## src/hw/rtl/tkpm_ram.sv

```systemverilog
// ----------------------------------------------------------------------------
// tkpm_ram
// Generic single-write, single-read RAM with registered read data.
// ----------------------------------------------------------------------------
module tkpm_ram #(
    parameter int WIDTH = 15,
    parameter int DEPTH = 16
) (
    input  logic                                     clk,
    input  logic                                     wr_en,
    input  logic [((DEPTH > 1) ? $clog2(DEPTH) : 1)-1:0] wr_addr,
    input  logic [WIDTH-1:0]                         wr_data,
    input  logic [((DEPTH > 1) ? $clog2(DEPTH) : 1)-1:0] rd_addr,
    output logic [WIDTH-1:0]                         rd_data
);

    logic [WIDTH-1:0] mem [DEPTH];

    // write port and registered read port
    always_ff @(posedge clk)
    begin
        if (wr_en)
        begin
            mem[wr_addr] <= wr_data;
        end
        rd_data <= mem[rd_addr];
    end

endmodule

```

## config.mk

```make
export PLATFORM = sky130hd
export DESIGN_NAME = tkpm_ram
export DESIGN_NICKNAME = d
export VERILOG_FILES = /design/src/hw/rtl/tkpm_ram.sv
export SDC_FILE = /design/constraint.sdc
export NUM_CORES = 1
export LEC_CHECK = 0
export ABC_AREA = 1
export BUFFER_PORTS_ARGS = -buffer_cell sky130_fd_sc_hd__buf_2
export CAP_MARGIN = 20
export CORE_MARGIN = 2
export CORE_UTILIZATION = 45
export CTS_BUF_LIST = sky130_fd_sc_hd__clkbuf_16
export DETAILED_ROUTE_END_ITERATION = 8
export HOLD_SLACK_MARGIN = 0.06
export SKIP_CTS_REPAIR_TIMING = 1
export SLEW_MARGIN = 10
export SYNTH_ARGS = -nofsm -noshare
export SYNTH_HDL_FRONTEND = slang
export SYNTH_SLANG_ARGS = --single-unit
```

## constraint.sdc

```tcl
create_clock -name clk -period 1.9 [get_ports clk]
set_input_delay 0.38 -clock clk [delete_from_list [all_inputs] [get_ports clk]]
set_output_delay 0.38 -clock clk [all_outputs]
set_load 0.01 [all_outputs]
```

======== Word level (Yosys, flattened, before mapping) ========
Memories as Yosys holds them, arrays and structs flattened. A register that Yosys moved wholly into a read port is not among the register bits.
Index checks and enable logic that the tools add are counted.
cells by class
  muxes and demuxes ....................... 2
operators by type and width
  cell    count
  $mux 1  2
storage, ports and cells
  register bits after elaboration ......... 0
  memory bits (writable) .................. 240
  input port bits ......................... 25
  output and inout bits ................... 15
  word-level logic and storage cells ...... 3
  memories ................................ 1
memories
  name  depth  bits a word  read ports  clocked after Yosys merged registers in  wr ports  line  text
  mem   16     15           1           1                                        1         17    logic [WIDTH-1:0] mem [DEPTH];

======== Logic depth before layout (Yosys ltp) ========
  word-level depth ........................ 2
  depth in mapped cells ................... 9
  gate-level depth less buffers ........... 7

======== Least setup slack after synthesis ========
OpenSTA, ideal clock, no wires.
  kind .................................... input port to flip-flop
  start point ............................. input wr_addr[2] (netlist bit)
  end point ............................... memory mem[10][0] (enable)
  library setup time ...................... 0.386 ns
  arrival ................................. 1.250 ns
  required time ........................... 1.514 ns
  slack ................................... 0.264 ns
  stages .................................. 2
  buffers on the path ..................... 0
  cells stage by stage .................... nand3b_1 nor2_1
RTL lines
  item             line  text
  start, declared  11    input logic [((DEPTH > 1) ? $clog2(DEPTH) : 1)-1:0] wr_addr,
  end, declared    17
Straight into the memory's write port.

======== Worst setup path after layout ========
  start point ............................. register rd_data[5], read port of mem
  end point ............................... output rd_data[5]
RTL lines
  item             line  text
  start, declared  14    output logic [WIDTH-1:0] rd_data
No word-level cell between the ends.

==> metrics.txt <==
via count=6,925; maximum VDD drop=0.752 mV; critical path class=flop to output pin; Max Cap Violations=0; Critical R2R Launch=mem[7][14]$_DFFE_PP_; P_int=9090 uW; nets=1,090; Largest delay share family, worst path=flip-flops; Final Max Slew Viols=0; hold endpoint=mem[9][10]$_DFFE_PP_; CP bufs+invs=1; maximum clock frequency=0.689 GHz; pwr dens=950 mW/mm^2; Fin. Hold Viols=0; Critical Path Start=rd_data[5]$_DFF_P_; Clock transition at path regs=70 ps; Antenna diodes=0; TritonCTS clock tree=yes; Residual DRC=0; WP data arrival=1070 ps; layout cells sized above 1=0.119; FF-to-FF path depth=6; input/output buffers=39; peak per-stage delay on the critical path=390 ps; I/O pin count=40; CP max FO=1; Initial Util=0.455; CP Capture Type=output pin; Final min period=1450 ps; slew margin rel.=0.610; Logic pwr share=0.067; Final setup viols=0; most frequent cells in the layout=nand2_1, edfxtp_1, inv_1; drt initial violations=666; Area growth syn-to-layout=16.0%; routed len/inst=18.2 um; Clock Power Share=0.392; fin crit share=0.764; Synth Instances=1,009; Seq pwr share=0.541; CTS sink cnt=255; routed wire length=25,500 um; worst-margin pin slew=585 ps; clock latency on the worst-skew pair=520 ps; status=finished clean; hold-critical path depth=1; Power Total=11,700 uW; CTS Root Cell=clkbuf_16; sequential area share after synthesis=0.707; initial antenna violation count=2; slack of the worst reg-to-reg path=870 ps; Switch Pwr=2610 uW; vias in the first global route=6,404; Yosys top cell by area=edfxtp_1; static leakage=0.00529 uW; synth warn=0; via/cell ratio=4.93; drt pass-1 iters=5; startpoint class of the critical path=flop; setup_tns=0 ps; Post-Syn Nets=1,034; Avg Inst Size Synth=10.5 sq um; first-pass GRT wire length=38,600 um; clk buf depth=3; synth unique cells=11; pin count of the biggest net entering global routing=121; H-tree levels=1; post-synth top area share=0.679; core area=0.0233 sq mm; Worst Hold Class=input port to flop; clock skew=9.31 ps; Reg-to-Reg End=rd_data[14]$_DFF_P_; HP Start=wr_data[10]; GPL Wtd Cong=0.794; Critical-path top delay cell=dfxtp_1; Die Ht=158 um; Sw Share=0.223; Total GRT Usage=0.213; Yosys reg bits=255; post-detailed-route count of antenna-violating nets=0; Die X=158 um; total grt overflow=0; unrepaired setup endpoints after global routing=no; CTS buffer count=26; crit-path cells=buf_2; FP Rows=56; die area=0.0248 sq mm; Critical Path RT=1520 ps; synth top area cells=edfxtp_1, nand2_1, nand3_1; Post-DP HPWL=14,300 um; Post-Syn Area=0.0106 sq mm; most common cell after layout, fill and taps aside=nand2_1
-- metrics by stage --
stage / worst slack, ps / hold slack (ps) / util / cells / area (sq um)
floorplan: 264 / 479 / - / 1009 / 10600
global placement: 234 / 631 / 0.495 / 1356 / 11500
detailed placement: 221 / 634 / 0.495 / 1356 / 11500
CTS: 431 / 227 / 0.528 / 1404 / 12300
global route: 416 / 242 / 0.528 / 1404 / 12300
finish: 449 / 238 / 0.528 / 1404 / 12300
-- routing by layer --
layer	track usage	vias to the layer above	routed length (um)	part of all wire
met3	0.0292	47	1410	0.055
met4	0.0563	4	584	0.023
met1	0.308	3329	11600	0.45
li1	-	3361	-	-
met2	0.339	184	11900	0.47
met5	0	-	30	0.0012
-- power by group through the flow --
stage	clock network (uW)	registers (uW)	logic (uW)
6_report	4580	6330	780
3_5_place_dp	0	6450	786
5_1_grt	4860	6340	870
3_3_place_gp	0	6450	776
4_1_cts	4650	6330	788
2_1_floorplan	0	6450	407
-- area by class of cell --
cell class / instances / area (sq um)
Clock buffer: 27 / 676
Inverter: 186 / 699
Fill cell: 2087 / 11000
Tap cell: 319 / 399
Clock inverter: 21 / 88.8
Multi-Input combinational cell: 520 / 2230
Sequential cell: 255 / 7510
Timing Repair Buffer: 76 / 713
-- logic make-up after synthesis --
family / after synthesis / share of synthesized area
buf+inv: 234 / 0.0865
flops: 255 / 0.707
simple gates: 520 / 0.206
-- flip-flops by register name, summed over array words and instances, names as in the netlist --
name and flops:
mem 240, rd_data 15
-- cell usage after synthesis --
master / count
inv_2: 2
nand3_1: 181
dfxtp_1: 15
nand3b_1: 2
nand2_1: 320
inv_1: 184
buf_1: 2
edfxtp_1: 240
nor2_1: 17
clkbuf_1: 14
buf_2: 32
-- worst max-delay path by stage --
stage	slack [ps]	cells past startpoint	endpoint
floorplan	260	2	mem[10][0]$_DFFE_PP_
CTS	430	1	rd_data[14]
global placement	230	9	rd_data[13]$_DFF_P_
global route	420	1	rd_data[5]
detailed placement	220	9	rd_data[6]$_DFF_P_
finish	450	1	rd_data[5]
Note: power is estimated with default switching activity, not from simulation.
